## src/mlfq_pkg.sv

```systemverilog
`timescale 1ns / 1ps
package mlfq_pkg;

    localparam int NUM_LEVELS  = 3;
    localparam int QUEUE_DEPTH = 64;
    localparam int MAX_TASKS   = 64;

    localparam int ID_W    = 6;
    localparam int LVL_W   = 2;
    localparam int CMD_W   = 3;
    localparam int SLICE_W = 16;
    localparam int TICK_W  = 32;
    localparam int PD_W    = 8;
    localparam int STAT_W  = 2;
    localparam int CIDX_W  = 2;
    localparam int CDAT_W  = 32;

    localparam int PTR_W   = $clog2(QUEUE_DEPTH);
    localparam int FILL_W  = $clog2(QUEUE_DEPTH + 1);
    localparam int QRAM_D  = NUM_LEVELS * QUEUE_DEPTH;
    localparam int QADDR_W = $clog2(QRAM_D);
    localparam int PDA_W   = $clog2(MAX_TASKS);

    localparam logic [CMD_W-1:0] CMD_TICK   = 3'd0;
    localparam logic [CMD_W-1:0] CMD_YIELD  = 3'd1;
    localparam logic [CMD_W-1:0] CMD_ADD    = 3'd2;
    localparam logic [CMD_W-1:0] CMD_RETIRE = 3'd3;
    localparam logic [CMD_W-1:0] CMD_POFF   = 3'd4;
    localparam logic [CMD_W-1:0] CMD_PON    = 3'd5;

    localparam logic [CIDX_W-1:0] REG_SLICE0 = 2'd0;
    localparam logic [CIDX_W-1:0] REG_SLICE1 = 2'd1;
    localparam logic [CIDX_W-1:0] REG_SLICE2 = 2'd2;
    localparam logic [CIDX_W-1:0] REG_BOOST  = 2'd3;

    localparam logic [STAT_W-1:0] ST_OK      = 2'd0;
    localparam logic [STAT_W-1:0] ST_FULL    = 2'd1;
    localparam logic [STAT_W-1:0] ST_BAD_LVL = 2'd2;

    typedef struct packed {
        logic load;
        logic tick;
        logic bl_init;
        logic bl_next;
        logic boost_rd;
        logic boost_mv;
        logic boost_end;
        logic pd_rd;
        logic pd_wr;
        logic requeue;
        logic pick_rd;
        logic pick;
        logic add;
    } ctl_t;

    typedef struct packed {
        logic need_boost;
        logic bl_empty;
        logic bl_last;
        logic need_decide;
        logic any_ready;
    } sts_t;

endpackage

```

## src/mlfq_ram.sv

```systemverilog
`timescale 1ns / 1ps
module mlfq_ram #(
    parameter int WIDTH = 8,
    parameter int DEPTH = 64
) (
    input  logic                     clk,
    input  logic                     we,
    input  logic [$clog2(DEPTH)-1:0] waddr,
    input  logic [WIDTH-1:0]         wdata,
    input  logic [$clog2(DEPTH)-1:0] raddr,
    output logic [WIDTH-1:0]         rdata
);

    logic [WIDTH-1:0] mem [DEPTH];

    always_ff @(posedge clk)
    begin
        if (we)
        begin
            mem[waddr] <= wdata;
        end
        rdata <= mem[raddr];
    end

endmodule

```

## src/mlfq_ctrl.sv

```systemverilog
`timescale 1ns / 1ps
module mlfq_ctrl
    import mlfq_pkg::*;
(
    input  logic             clk,
    input  logic             rst_n,
    input  logic             start,
    input  logic [CMD_W-1:0] cmd,
    input  sts_t             sts,
    output ctl_t             ctl,
    output logic             busy,
    output logic             done
);

    typedef enum logic [14:0] {
        S_IDLE    = 15'h0001,
        S_TICK    = 15'h0002,
        S_TCHK    = 15'h0004,
        S_BST_RD  = 15'h0008,
        S_BST_MV  = 15'h0010,
        S_BST_END = 15'h0020,
        S_DRD     = 15'h0040,
        S_DCHK    = 15'h0080,
        S_REQ     = 15'h0100,
        S_PICK_RD = 15'h0200,
        S_PICK    = 15'h0400,
        S_ADD     = 15'h0800,
        S_PRD     = 15'h1000,
        S_PWR     = 15'h2000,
        S_DONE    = 15'h4000
    } state_t;

    state_t state_reg, state_next;

    always_ff @(posedge clk or negedge rst_n)
    begin
        if (!rst_n)
        begin
            state_reg <= S_IDLE;
        end
        else
        begin
            state_reg <= state_next;
        end
    end

    always_comb
    begin
        state_next = state_reg;
        ctl        = '0;
        case (state_reg)
            S_IDLE:
            begin
                if (start)
                begin
                    ctl.load = 1'b1;
                    case (cmd)
                        CMD_TICK:   state_next = S_TICK;
                        CMD_YIELD:  state_next = S_REQ;
                        CMD_ADD:    state_next = S_ADD;
                        CMD_RETIRE: state_next = S_PICK_RD;
                        CMD_POFF:   state_next = S_PRD;
                        CMD_PON:    state_next = S_PRD;
                        default:    state_next = S_DONE;
                    endcase
                end
            end
            S_TICK:
            begin
                ctl.tick    = 1'b1;
                ctl.bl_init = 1'b1;
                state_next  = S_TCHK;
            end
            S_TCHK:
            begin
                state_next = sts.need_boost ? S_BST_RD : S_DRD;
            end
            S_BST_RD:
            begin
                if (sts.bl_empty)
                begin
                    if (sts.bl_last)
                    begin
                        state_next = S_BST_END;
                    end
                    else
                    begin
                        ctl.bl_next = 1'b1;
                    end
                end
                else
                begin
                    ctl.boost_rd = 1'b1;
                    state_next   = S_BST_MV;
                end
            end
            S_BST_MV:
            begin
                ctl.boost_mv = 1'b1;
                state_next   = S_BST_RD;
            end
            S_BST_END:
            begin
                ctl.boost_end = 1'b1;
                state_next    = S_DRD;
            end
            S_DRD:
            begin
                ctl.pd_rd  = 1'b1;
                state_next = S_DCHK;
            end
            S_DCHK:
            begin
                state_next = sts.need_decide ? S_REQ : S_DONE;
            end
            S_REQ:
            begin
                ctl.requeue = 1'b1;
                state_next  = S_PICK_RD;
            end
            S_PICK_RD:
            begin
                ctl.pick_rd = 1'b1;
                state_next  = sts.any_ready ? S_PICK : S_DONE;
            end
            S_PICK:
            begin
                ctl.pick   = 1'b1;
                state_next = S_DONE;
            end
            S_ADD:
            begin
                ctl.add    = 1'b1;
                state_next = S_DONE;
            end
            S_PRD:
            begin
                ctl.pd_rd  = 1'b1;
                state_next = S_PWR;
            end
            S_PWR:
            begin
                ctl.pd_wr  = 1'b1;
                state_next = S_DONE;
            end
            S_DONE:
            begin
                state_next = S_IDLE;
            end
            default:
            begin
                state_next = S_IDLE;
            end
        endcase
    end

    assign busy = (state_reg != S_IDLE);
    assign done = (state_reg == S_DONE);

endmodule

```

## src/mlfq_dp.sv

```systemverilog
`timescale 1ns / 1ps
module mlfq_dp
    import mlfq_pkg::*;
(
    input  logic               clk,
    input  logic               rst_n,
    input  logic               cfg_wr,
    input  logic [CIDX_W-1:0]  cfg_index,
    input  logic [CDAT_W-1:0]  cfg_data,
    input  logic [CMD_W-1:0]   cmd,
    input  logic [ID_W-1:0]    task_id,
    input  logic [LVL_W-1:0]   level,
    input  ctl_t               ctl,
    output sts_t               sts,
    output logic [ID_W-1:0]    running_task,
    output logic [LVL_W-1:0]   running_level,
    output logic [SLICE_W-1:0] slice_left,
    output logic               switched,
    output logic               boosted,
    output logic [STAT_W-1:0]  status
);

    logic [SLICE_W-1:0] slice0_reg, slice1_reg, slice2_reg;
    logic [TICK_W-1:0]  period_reg;

    logic [CMD_W-1:0]   cmd_reg;
    logic [ID_W-1:0]    tid_reg;
    logic [LVL_W-1:0]   lvl_reg;

    logic [PTR_W-1:0]   head_reg [NUM_LEVELS];
    logic [PTR_W-1:0]   head_next [NUM_LEVELS];
    logic [FILL_W-1:0]  fill_reg [NUM_LEVELS];
    logic [FILL_W-1:0]  fill_next [NUM_LEVELS];

    logic [ID_W-1:0]    run_id_reg, run_id_next;
    logic [LVL_W-1:0]   run_lvl_reg, run_lvl_next;
    logic [SLICE_W-1:0] slice_reg, slice_next;
    logic [TICK_W-1:0]  ticks_reg, ticks_next;
    logic [TICK_W-1:0]  boost_mark_reg, boost_mark_next;
    logic [LVL_W-1:0]   bl_reg, bl_next;
    logic [LVL_W-1:0]   pick_lvl_reg, pick_lvl_next;
    logic               switched_reg, switched_next;
    logic               boosted_reg, boosted_next;
    logic [STAT_W-1:0]  status_reg, status_next;

    logic [MAX_TASKS-1:0] pd_valid_reg, pd_valid_next;
    logic                 pd_hit_reg, pd_hit_next;

    logic               push_en;
    logic [LVL_W-1:0]   push_lvl;
    logic [ID_W-1:0]    push_id;
    logic               pop_en;
    logic [LVL_W-1:0]   pop_lvl;

    logic               q_we;
    logic [QADDR_W-1:0] q_waddr, q_raddr;
    logic [ID_W-1:0]    q_rdata;

    logic               pd_we;
    logic [PDA_W-1:0]   pd_addr;
    logic [PD_W-1:0]    pd_wdata, pd_rdata, depth;

    logic               any_ready;
    logic [LVL_W-1:0]   first_lvl;
    logic [LVL_W-1:0]   up_lvl;
    logic               id_in_range;

    function automatic logic [QADDR_W-1:0] qaddr(input logic [LVL_W-1:0] l,
                                                 input logic [PTR_W-1:0] p);
        qaddr = QADDR_W'(l) * QADDR_W'(QUEUE_DEPTH) + QADDR_W'(p);
    endfunction

    function automatic logic [PTR_W-1:0] wrap(input logic [PTR_W:0] v);
        wrap = (v >= (PTR_W+1)'(QUEUE_DEPTH)) ? PTR_W'(v - (PTR_W+1)'(QUEUE_DEPTH))
                                               : PTR_W'(v);
    endfunction

    function automatic logic [SLICE_W-1:0] slice_for(input logic [LVL_W-1:0] l);
        logic [SLICE_W-1:0] s;
        if (l == LVL_W'(0))
        begin
            s = slice0_reg;
        end
        else if (l == LVL_W'(1))
        begin
            s = slice1_reg;
        end
        else
        begin
            s = slice2_reg;
        end
        return s;
    endfunction

    // configuration registers
    always_ff @(posedge clk or negedge rst_n)
    begin
        if (!rst_n)
        begin
            slice0_reg <= SLICE_W'(2);
            slice1_reg <= SLICE_W'(4);
            slice2_reg <= SLICE_W'(8);
            period_reg <= TICK_W'(100);
        end
        else if (cfg_wr)
        begin
            case (cfg_index)
                REG_SLICE0: slice0_reg <= cfg_data[SLICE_W-1:0];
                REG_SLICE1: slice1_reg <= cfg_data[SLICE_W-1:0];
                REG_SLICE2: slice2_reg <= cfg_data[SLICE_W-1:0];
                REG_BOOST:  period_reg <= cfg_data[TICK_W-1:0];
                default:    period_reg <= period_reg;
            endcase
        end
    end

    always_ff @(posedge clk)
    begin
        if (ctl.load)
        begin
            cmd_reg <= cmd;
            tid_reg <= task_id;
            lvl_reg <= level;
        end
    end

    always_comb
    begin
        any_ready = 1'b0;
        first_lvl = '0;
        for (int i = NUM_LEVELS - 1; i >= 0; i--)
        begin
            if (fill_reg[i] != '0)
            begin
                any_ready = 1'b1;
                first_lvl = LVL_W'(i);
            end
        end
    end

    assign up_lvl      = (run_lvl_reg < LVL_W'(NUM_LEVELS - 1)) ? run_lvl_reg + LVL_W'(1)
                                                                 : run_lvl_reg;
    assign id_in_range = (32'(run_id_reg) < MAX_TASKS);
    assign depth       = pd_hit_reg ? pd_rdata : '0;
    assign pd_addr     = PDA_W'(run_id_reg);

    assign sts.need_boost  = ((ticks_reg - boost_mark_reg) >= period_reg);
    assign sts.bl_empty    = (fill_reg[bl_reg] == '0);
    assign sts.bl_last     = (bl_reg == LVL_W'(NUM_LEVELS - 1));
    assign sts.need_decide = (slice_reg == '0) && (depth == '0);
    assign sts.any_ready   = any_ready;

    always_comb
    begin
        run_id_next     = run_id_reg;
        run_lvl_next    = run_lvl_reg;
        slice_next      = slice_reg;
        ticks_next      = ticks_reg;
        boost_mark_next = boost_mark_reg;
        bl_next         = bl_reg;
        pick_lvl_next   = pick_lvl_reg;
        switched_next   = switched_reg;
        boosted_next    = boosted_reg;
        status_next     = status_reg;
        pd_valid_next   = pd_valid_reg;
        pd_hit_next     = pd_hit_reg;
        push_en         = 1'b0;
        push_lvl        = '0;
        push_id         = '0;
        pop_en          = 1'b0;
        pop_lvl         = '0;
        q_raddr         = qaddr(bl_reg, head_reg[bl_reg]);
        pd_we           = 1'b0;
        pd_wdata        = depth;

        if (ctl.load)
        begin
            switched_next = 1'b0;
            boosted_next  = 1'b0;
            status_next   = ST_OK;
        end
        if (ctl.tick)
        begin
            ticks_next = ticks_reg + TICK_W'(1);
            if (slice_reg != '0)
            begin
                slice_next = slice_reg - SLICE_W'(1);
            end
        end
        if (ctl.bl_init)
        begin
            bl_next = LVL_W'(1);
        end
        if (ctl.bl_next)
        begin
            bl_next = bl_reg + LVL_W'(1);
        end
        if (ctl.boost_mv)
        begin
            push_en  = 1'b1;
            push_lvl = '0;
            push_id  = q_rdata;
            pop_en   = 1'b1;
            pop_lvl  = bl_reg;
        end
        if (ctl.boost_end)
        begin
            if (run_id_reg != '0)
            begin
                run_lvl_next = '0;
            end
            boost_mark_next = ticks_reg;
            boosted_next    = 1'b1;
        end
        if (ctl.pd_rd)
        begin
            pd_hit_next = id_in_range && pd_valid_reg[pd_addr];
        end
        if (ctl.requeue && (run_id_reg != '0))
        begin
            run_lvl_next = up_lvl;
            push_en      = 1'b1;
            push_lvl     = up_lvl;
            push_id      = run_id_reg;
        end
        if (ctl.pick_rd)
        begin
            switched_next = 1'b1;
            q_raddr       = qaddr(first_lvl, head_reg[first_lvl]);
            pick_lvl_next = first_lvl;
            if (!any_ready)
            begin
                run_id_next  = '0;
                run_lvl_next = '0;
                slice_next   = slice0_reg;
            end
        end
        if (ctl.pick)
        begin
            run_id_next  = q_rdata;
            run_lvl_next = pick_lvl_reg;
            slice_next   = slice_for(pick_lvl_reg);
            pop_en       = 1'b1;
            pop_lvl      = pick_lvl_reg;
        end
        if (ctl.add)
        begin
            if (32'(lvl_reg) >= NUM_LEVELS)
            begin
                status_next = ST_BAD_LVL;
            end
            else
            begin
                push_en  = 1'b1;
                push_lvl = lvl_reg;
                push_id  = tid_reg;
            end
        end
        if (ctl.pd_wr && id_in_range)
        begin
            pd_we                  = 1'b1;
            pd_valid_next[pd_addr] = 1'b1;
            if (cmd_reg == CMD_POFF)
            begin
                pd_wdata = (depth != '1) ? depth + PD_W'(1) : depth;
            end
            else
            begin
                pd_wdata = (depth != '0) ? depth - PD_W'(1) : depth;
            end
        end

        // queue push and pop
        q_we    = 1'b0;
        q_waddr = qaddr(push_lvl, wrap({1'b0, head_reg[push_lvl]}
                                       + (PTR_W+1)'(fill_reg[push_lvl])));
        for (int i = 0; i < NUM_LEVELS; i++)
        begin
            head_next[i] = head_reg[i];
            fill_next[i] = fill_reg[i];
            if (push_en && (push_lvl == LVL_W'(i)))
            begin
                if (fill_reg[i] >= FILL_W'(QUEUE_DEPTH))
                begin
                    status_next = ST_FULL;
                end
                else
                begin
                    q_we         = 1'b1;
                    fill_next[i] = fill_reg[i] + FILL_W'(1);
                end
            end
            if (pop_en && (pop_lvl == LVL_W'(i)))
            begin
                head_next[i] = wrap({1'b0, head_reg[i]} + (PTR_W+1)'(1));
                fill_next[i] = fill_reg[i] - FILL_W'(1);
            end
        end
    end

    always_ff @(posedge clk or negedge rst_n)
    begin
        if (!rst_n)
        begin
            for (int i = 0; i < NUM_LEVELS; i++)
            begin
                head_reg[i] <= '0;
                fill_reg[i] <= '0;
            end
            run_id_reg     <= '0;
            run_lvl_reg    <= '0;
            slice_reg      <= '0;
            ticks_reg      <= '0;
            boost_mark_reg <= '0;
            bl_reg         <= '0;
            pick_lvl_reg   <= '0;
            switched_reg   <= 1'b0;
            boosted_reg    <= 1'b0;
            status_reg     <= ST_OK;
            pd_valid_reg   <= '0;
            pd_hit_reg     <= 1'b0;
        end
        else
        begin
            for (int i = 0; i < NUM_LEVELS; i++)
            begin
                head_reg[i] <= head_next[i];
                fill_reg[i] <= fill_next[i];
            end
            run_id_reg     <= run_id_next;
            run_lvl_reg    <= run_lvl_next;
            slice_reg      <= slice_next;
            ticks_reg      <= ticks_next;
            boost_mark_reg <= boost_mark_next;
            bl_reg         <= bl_next;
            pick_lvl_reg   <= pick_lvl_next;
            switched_reg   <= switched_next;
            boosted_reg    <= boosted_next;
            status_reg     <= status_next;
            pd_valid_reg   <= pd_valid_next;
            pd_hit_reg     <= pd_hit_next;
        end
    end

    mlfq_ram #(
        .WIDTH (ID_W),
        .DEPTH (QRAM_D)
    ) u_queue_ram (
        .clk   (clk),
        .we    (q_we),
        .waddr (q_waddr),
        .wdata (push_id),
        .raddr (q_raddr),
        .rdata (q_rdata)
    );

    mlfq_ram #(
        .WIDTH (PD_W),
        .DEPTH (MAX_TASKS)
    ) u_depth_ram (
        .clk   (clk),
        .we    (pd_we),
        .waddr (pd_addr),
        .wdata (pd_wdata),
        .raddr (pd_addr),
        .rdata (pd_rdata)
    );

    assign running_task  = run_id_reg;
    assign running_level = run_lvl_reg;
    assign slice_left    = slice_reg;
    assign switched      = switched_reg;
    assign boosted       = boosted_reg;
    assign status        = status_reg;

endmodule

```

## src/mlfq_task_scheduler_core.sv

```systemverilog
`timescale 1ns / 1ps
// channel   handshake                  payload
// command   start, busy                cmd, task_id, level
// result    done (one-cycle strobe)    running_task, running_level, slice_left,
//                                      switched, boosted, status
// config    cfg_valid, cfg_ready       cfg_index, cfg_data
//
// one command at a time: start is taken while busy is low, done pulses when
// the result is out; a tick can run a boost that moves every task queued
// at levels 1 and 2 to level 0, entry by entry through the queue ram
// (each entry is read out and written back, up to 2 * QUEUE_DEPTH entries)
// asynchronous reset empties the queues at once, no clearing pass
// the receiver cannot stall; cfg_ready is always high
module mlfq_task_scheduler_core
    import mlfq_pkg::*;
(
    input  logic               clk,
    input  logic               rst_n,
    input  logic               start,
    output logic               busy,
    input  logic [CMD_W-1:0]   cmd,
    input  logic [ID_W-1:0]    task_id,
    input  logic [LVL_W-1:0]   level,
    output logic               done,
    output logic [ID_W-1:0]    running_task,
    output logic [LVL_W-1:0]   running_level,
    output logic [SLICE_W-1:0] slice_left,
    output logic               switched,
    output logic               boosted,
    output logic [STAT_W-1:0]  status,
    input  logic               cfg_valid,
    output logic               cfg_ready,
    input  logic [CIDX_W-1:0]  cfg_index,
    input  logic [CDAT_W-1:0]  cfg_data
);

    ctl_t ctl;
    sts_t sts;

    assign cfg_ready = 1'b1;

    mlfq_ctrl u_ctrl (
        .clk   (clk),
        .rst_n (rst_n),
        .start (start),
        .cmd   (cmd),
        .sts   (sts),
        .ctl   (ctl),
        .busy  (busy),
        .done  (done)
    );

    mlfq_dp u_dp (
        .clk           (clk),
        .rst_n         (rst_n),
        .cfg_wr        (cfg_valid & cfg_ready),
        .cfg_index     (cfg_index),
        .cfg_data      (cfg_data),
        .cmd           (cmd),
        .task_id       (task_id),
        .level         (level),
        .ctl           (ctl),
        .sts           (sts),
        .running_task  (running_task),
        .running_level (running_level),
        .slice_left    (slice_left),
        .switched      (switched),
        .boosted       (boosted),
        .status        (status)
    );

endmodule
```

## config.mk

```make
export PLATFORM = sky130hd
export DESIGN_NAME = mlfq_task_scheduler_core
export DESIGN_NICKNAME = d
export VERILOG_FILES = /design/src/mlfq_pkg.sv /design/src/mlfq_ram.sv /design/src/mlfq_ctrl.sv /design/src/mlfq_dp.sv /design/src/mlfq_task_scheduler_core.sv
export SDC_FILE = /design/constraint.sdc
export NUM_CORES = 2
export LEC_CHECK = 0
export ABC_CLOCK_PERIOD_IN_PS = 10050
export BUFFER_PORTS_ARGS = -buffer_cell sky130_fd_sc_hd__buf_2
export CAP_MARGIN = 20
export CORE_MARGIN = 5
export CORE_UTILIZATION = 53
export CTS_CLUSTER_SIZE = 16
export DETAILED_ROUTE_END_ITERATION = 16
export PLACE_DENSITY_LB_ADDON = 0.2
export SLEW_MARGIN = 20
export SYNTH_ARGS = -nofsm -noshare
export SYNTH_HDL_FRONTEND = slang
export SYNTH_SLANG_ARGS = --single-unit
```

## constraint.sdc

```tcl
create_clock -name clk -period 10.05 [get_ports clk]
set_input_delay 1.005 -clock clk [delete_from_list [all_inputs] [get_ports clk]]
set_output_delay 1.005 -clock clk [all_outputs]
set_load 0.03 [all_outputs]
```

**Word level (Yosys, flattened, before mapping)**

Memories as Yosys holds them, arrays and structs flattened. A register that Yosys moved wholly into a read port is not among the register bits.
Cells that the tools add are included.

- Add/sub/neg operators: 24
- Multiply operators: 0
- Divide/modulo/power cells: 0
- Magnitude comparators: 15
- Eq/ne operators: 38
- Shift operators: 0
- Muxes and demuxes: 123
- Bitwise operators: 4
- Reduce and logical (&&, ||, !) cells: 42

Operator list:

| kind | number |
|---|---|
| case mux 15 bit (12 select lines) | 1 |
| two-way mux 16 bit | 7 |
| two-way mux 6 bit | 17 |
| two-way mux 7 bit | 14 |
| two-way mux 15 bit | 5 |
| case mux 15 bit (5 select lines) | 1 |
| bitwise OR 64 bit | 1 |
| two-way mux 2 bit | 28 |
| >= comparator 7 bit, second input constant | 7 |
| two-way mux 8 bit | 6 |
| two-way mux 1 bit | 37 |
| binary-select mux 6 bit (select 2 bit) | 3 |
| adder 32 x 1 -> 32 bit, second input constant | 1 |
| >= comparator 32 bit | 1 |
| subtractor 32 bit | 1 |
| binary-select mux 7 bit (select 2 bit) | 2 |
| adder 8 x 6 -> 8 bit | 3 |
| subtractor 6 x 1 -> 6 bit, second input constant | 4 |
| adder 6 x 1 -> 7 bit, second input constant | 3 |
| adder 7 x 1 -> 7 bit, second input constant | 3 |
| nonzero test 7 bit | 3 |
| subtractor 7 x 1 -> 7 bit, second input constant | 3 |
| AND reduction 2 bit | 9 |
| logical NOT 16 bit | 1 |
| 48 further kinds | 85 |

- Bits in registers: 306
- Latch bits: 0
- RAM bits: 1,664
- Bits in read-only memories: 0
- Input port bits: 49
- Output and inout port bits: 31
- Word-level logic and storage cells: 274
- Memories kept: 2

Memories:

| memory | depth | width | rd ports | clocked after memory_dff | wr ports | line | text |
|---|---|---|---|---|---|---|---|
| u_dp.u_queue_ram.mem | 192 | 6 | 1 | 1 | 1 | mlfq_ram.sv:14 | `logic [WIDTH-1:0] mem [DEPTH];` |
| u_dp.u_depth_ram.mem | 64 | 8 | 1 | 1 | 1 | mlfq_ram.sv:14 |  |

**Logic depth before layout (Yosys ltp)**

- Depth after elaboration: 15
- Mapped depth: 24
- Gate-level depth less buffers: 24

**By module**

A second synthesis with hierarchy kept.

- Cells, all modules: 4,978
- Area, all modules: 83,580.2 um2

Modules (own cells, without submodules):

| module | instances | cells each | area an instance (um2) | seq. area each (um2) |
|---|---|---|---|---|
| mlfq_ram at u_dp.u_queue_ram | 1 | 2,189 | 45,218.4 | 34,713.3 |
| mlfq_ram at u_dp.u_depth_ram | 1 | 940 | 20,166.8 | 15,534.9 |
| mlfq_dp | 1 | 1,732 | 17,101.4 | 7,344.5 |
| mlfq_ctrl | 1 | 115 | 1,082.3 | 376.6 |
| mlfq_task_scheduler_core | 1 | 2 | 11.3 | 0.0 |

**Worst setup path after synthesis**

Ideal clock, no wire load.

- Kind: register -> register
- From: register u_ctrl.state_reg[2]
- To: memory u_dp.u_queue_ram.mem[100][0] (netlist bit) (enable)
- Setup time: 0.350 ns
- Arrival time: 4.582 ns
- Required time: 9.700 ns
- Slack: 5.119 ns
- Stages on the path, launching flop included: 19
- Path buffers: 3
- Clock period less this slack: 4.931 ns
- Cell sequence: dfrtp_1 buf_6 nor4_4 and3_1 nand4b_1 o22ai_2 clkbuf_1 a21oi_1 o22ai_1 ha_1 a21o_1 a21oi_1 o21bai_1 a21oi_1 xnor2_1 xor2_1 nand3_1 clkbuf_1 nor2_1

- Longest elaborated chain between the ends: 15
- Elaborated cells between the ends (all ways): 39
- Classes of those cells: add/sub: 3; order compare: 1; eq/ne: 5; mux: 24; bitwise: 1; reduce/logical: 5

Ends and longest elaborated chain:

| what | line | text |
|---|---|---|
| from (decl) | mlfq_ctrl.sv:33 | `state_t state_reg, state_next;` |
| from (signal assigned) | mlfq_ctrl.sv:43 | `state_reg <= state_next;` |
| branches (longest 15 deep; another with adder 6 x 7 -> 7 bit) | - |  |
| to (decl) | mlfq_ram.sv:14 |  |

Parallel ways; which one is timed is not known. The select of a mux whose other input is x is not followed.

**Worst setup path in the final report**

- From: register u_ctrl.state_reg[9]
- To: memory u_dp.u_queue_ram.mem[108][1] (netlist bit) (enable)

Same word-level chain as after synthesis.

==> metrics.txt <==
status finished, final reports clean; Overflow after GRT 0; Yosys top cell area share 61.8%; PortBufs 78; Rows 143; clk_lat worst skew 840 ps; TritonCTS clock tree built; Least-Margin Pin Slew 1160 ps; unique cell type count in the Yosys netlist 95; die width 402 um; largest net degree at the start of global routing 136; worst hold path class in2async; clk sinks 1984; final setup TNS 0 ps; CTS Hold Bufs 0; final setup fails 0; Hold Fails Final Rpt 0; maximum VDD drop 0.000158 V; Post-synth top flop edfxtp_1; GRT Util Overall 25.8%; CTS Buffer Depth 3; DRT iter0 DRCs 5504; Pleak 29.5 nW; CTS resizes 0; final wirelength 212000 um; Via density 6.34; cts bufs inserted 194; most frequent cells in the layout 1675 x edfxtp_1, 415 x nand2_1, 405 x nor2_1; largest area contributor in the netlist edfxtp_1; critical path type reg2reg; dpl hpwl 127000 um; Worst R2R End u_dp.u_queue_ram.mem[108][1]$_DFFE_PP_; Cell Area, Synth 81300 sq um; crit start category flip-flop; Final period util 69.7%; Slew Viols, Final 0; residual DRC count 0; commonest non-fill, non-tap cell in the layout edfxtp_1; fmax 0.143 GHz; initial core utilization 53.4%; GP Congestion 0.887; # Max-Cap Violations 0; Core Box Area 152000 sq um; die area 161000 sq um; total iterations of the first detailed-routing run 6; Clk pin slew, worst setup/hold paths 60 ps; crit path time final 7010 ps; critical path launch point u_ctrl.state_reg[9]$_DFFE_PN0P_; io pins 80; Area growth, synth to finish 11.2%; reg2reg path depth 16; Req. time, crit path 10520 ps; share of cells above drive strength 1 17.4%; nets 5371; power per standard cell area 206 nW/um^2; via count 47.0k; CTS Root Cell clkbuf_16; number of synthesized flops with an enable pin 1675; postcts setup bufs 0; number of synthesized register bits 1984; reg2reg start u_ctrl.state_reg[9]$_DFFE_PN0P_; Post-DRT Antenna Nets 0; Clock Skews 58.4 ps; CP max FO 17; Non-Filler Instances 7426; vias in the first global route 46.8k; worst setup path endpoint u_dp.u_queue_ram.mem[108][1]$_DFFE_PP_; R2R setup slack 3040 ps; Worst setup EP type flip-flop; Max transition margin 22.9%; max FFs per register 1152; synthesized area per cell 15.8 sq um; Cells after Synth 5141; Die Ht 402 um; first-pass GRT wire length 312000 um; Routed WL per cell 28.5 um; crit path DAT 7480 ps; RSZ-0062 raised after global routing false; antenna violations before repair 1; syn nets 5287; Yosys Warn Count 0; H-tree depth 4; post-synthesis sequential area ratio 71.3%; top post-synthesis cells by area edfxtp_1 62%, dfrtp_1 8.9%, mux4_2 6.8%; asr flop ratio synth 14.9%; placed cells 7059
## power by group
part / total, mW / internal (mW) / leakage [nW] / switching (mW)
Combinational: 1.72 / 0.540 / 8.28 / 1.18
Sequential: 9.44 / 9.27 / 18.0 / 0.174
Clock: 7.47 / 4.26 / 3.22 / 3.21
Total: 18.6 / 14.1 / 29.5 / 4.56
## metal layers
layer	vias to the layer above	part of all wire (%)	routed length [um]	global-route usage, %
li1	20300	-	-	-
met5	-	0	0	0
met4	0	3.4	7190	8.55
met3	406	8.3	17600	5.01
met1	24000	40	85300	35.9
met2	2342	48	102000	41.5
## synthesized netlist by cell type (9+ instances only)
cell type,number
edfxtp_1,1675
nand2_1,422
nor2_1,408
dfrtp_1,288
mux4_2,246
a22oi_1,174
clkbuf_1,157
a21oi_1,135
o21ai_0,135
nand3_1,110
inv_1,109
a31oi_1,92
ha_1,92
mux2_2,91
a22o_1,87
xnor2_1,78
a221oi_1,72
or2_2,71
mux2i_1,65
nor3_1,43
buf_2,39
nand4_1,39
xor2_1,34
a21o_1,33
nor4_1,29
and3_1,25
o22ai_1,24
buf_1,23
buf_6,22
nor2b_1,19
a211oi_1,17
and2_1,16
buf_4,16
o211ai_1,15
or3_1,15
dfxtp_1,14
nand2b_1,13
or4_1,13
nand3b_1,12
o31ai_1,11
nor3b_1,10
o21bai_1,10
o21a_1,9
## worst min path at each step
stage	from	to	slack, ps	cells past startpoint
3_3_place_gp	u_dp.pd_valid_reg[3]$_DFFE_PN0P_	u_dp.pd_valid_reg[3]$_DFFE_PN0P_	450	1
3_5_place_dp	u_dp.pd_valid_reg[43]$_DFFE_PN0P_	u_dp.pd_valid_reg[43]$_DFFE_PN0P_	450	1
2_1_floorplan	u_dp.pd_valid_reg[13]$_DFFE_PN0P_	u_dp.pd_valid_reg[13]$_DFFE_PN0P_	440	1
6_report	rst_n	u_dp.pd_valid_reg[28]$_DFFE_PN0P_	200	1
4_1_cts	rst_n	u_dp.pd_valid_reg[24]$_DFFE_PN0P_	220	1
5_1_grt	rst_n	u_dp.pd_valid_reg[24]$_DFFE_PN0P_	250	1
## per-stage QoR
stage / setup slack [ps] / hold WS [ps] / util (%) / cell area, sq um / total power [mW]
3_5_place_dp: 3180 / 453 / 55.0 / 83800 / 11.3
2_1_floorplan: 5120 / 440 / - / 81300 / 10.7
3_3_place_gp: 3420 / 451 / 55.0 / 83800 / 11.3
6_report: 3040 / 205 / 59.4 / 90400 / 18.6
4_1_cts: 3250 / 215 / 59.4 / 90400 / 18.7
5_1_grt: 2680 / 247 / 59.4 / 90400 / 19.2
## final cells by class
cell class / instances / area [sq um]
fillers: 11300 / 61800
flip-flops and latches: 1984 / 58000
multi-input cells: 2786 / 21900
clock buffers: 254 / 5270
well taps: 2030 / 2540
clock inverters: 112 / 1350
repair buffers: 149 / 983
inverters: 110 / 443
diodes: 1 / 2.50
## worst max-delay path, stage by stage (launching register included)
cell and delay, ps:
dfrtp_1 420, nor3_1 600, and4_1 550, nand2_1 130, nor2_1 220, o22a_1 470, and2_1 480, a21o_1 200
ha_1 230, a21o_1 180, a21oi_1 250, o21bai_1 100, a21oi_1 190, xnor2_1 270, xor2_1 560, nand3_1 960
nor2_1 820
## cells by family (layout without fill, tap and decap cells)
kind of cell	Yosys count	count (layout)	synth area share [%]
adder cells (fa/ha/maj)	97	97	1.54
other	1	2	0.00461
buffers and inverters	371	625	2.12
flip-flops	1984	1984	71.3
AO/OA/AOI/OAI	894	894	7.70
AND/OR/NAND/NOR	1277	1277	7.25
XOR/XNOR	112	112	1.21
multiplexers	405	405	8.91
(Power assumes the default switching activity.)
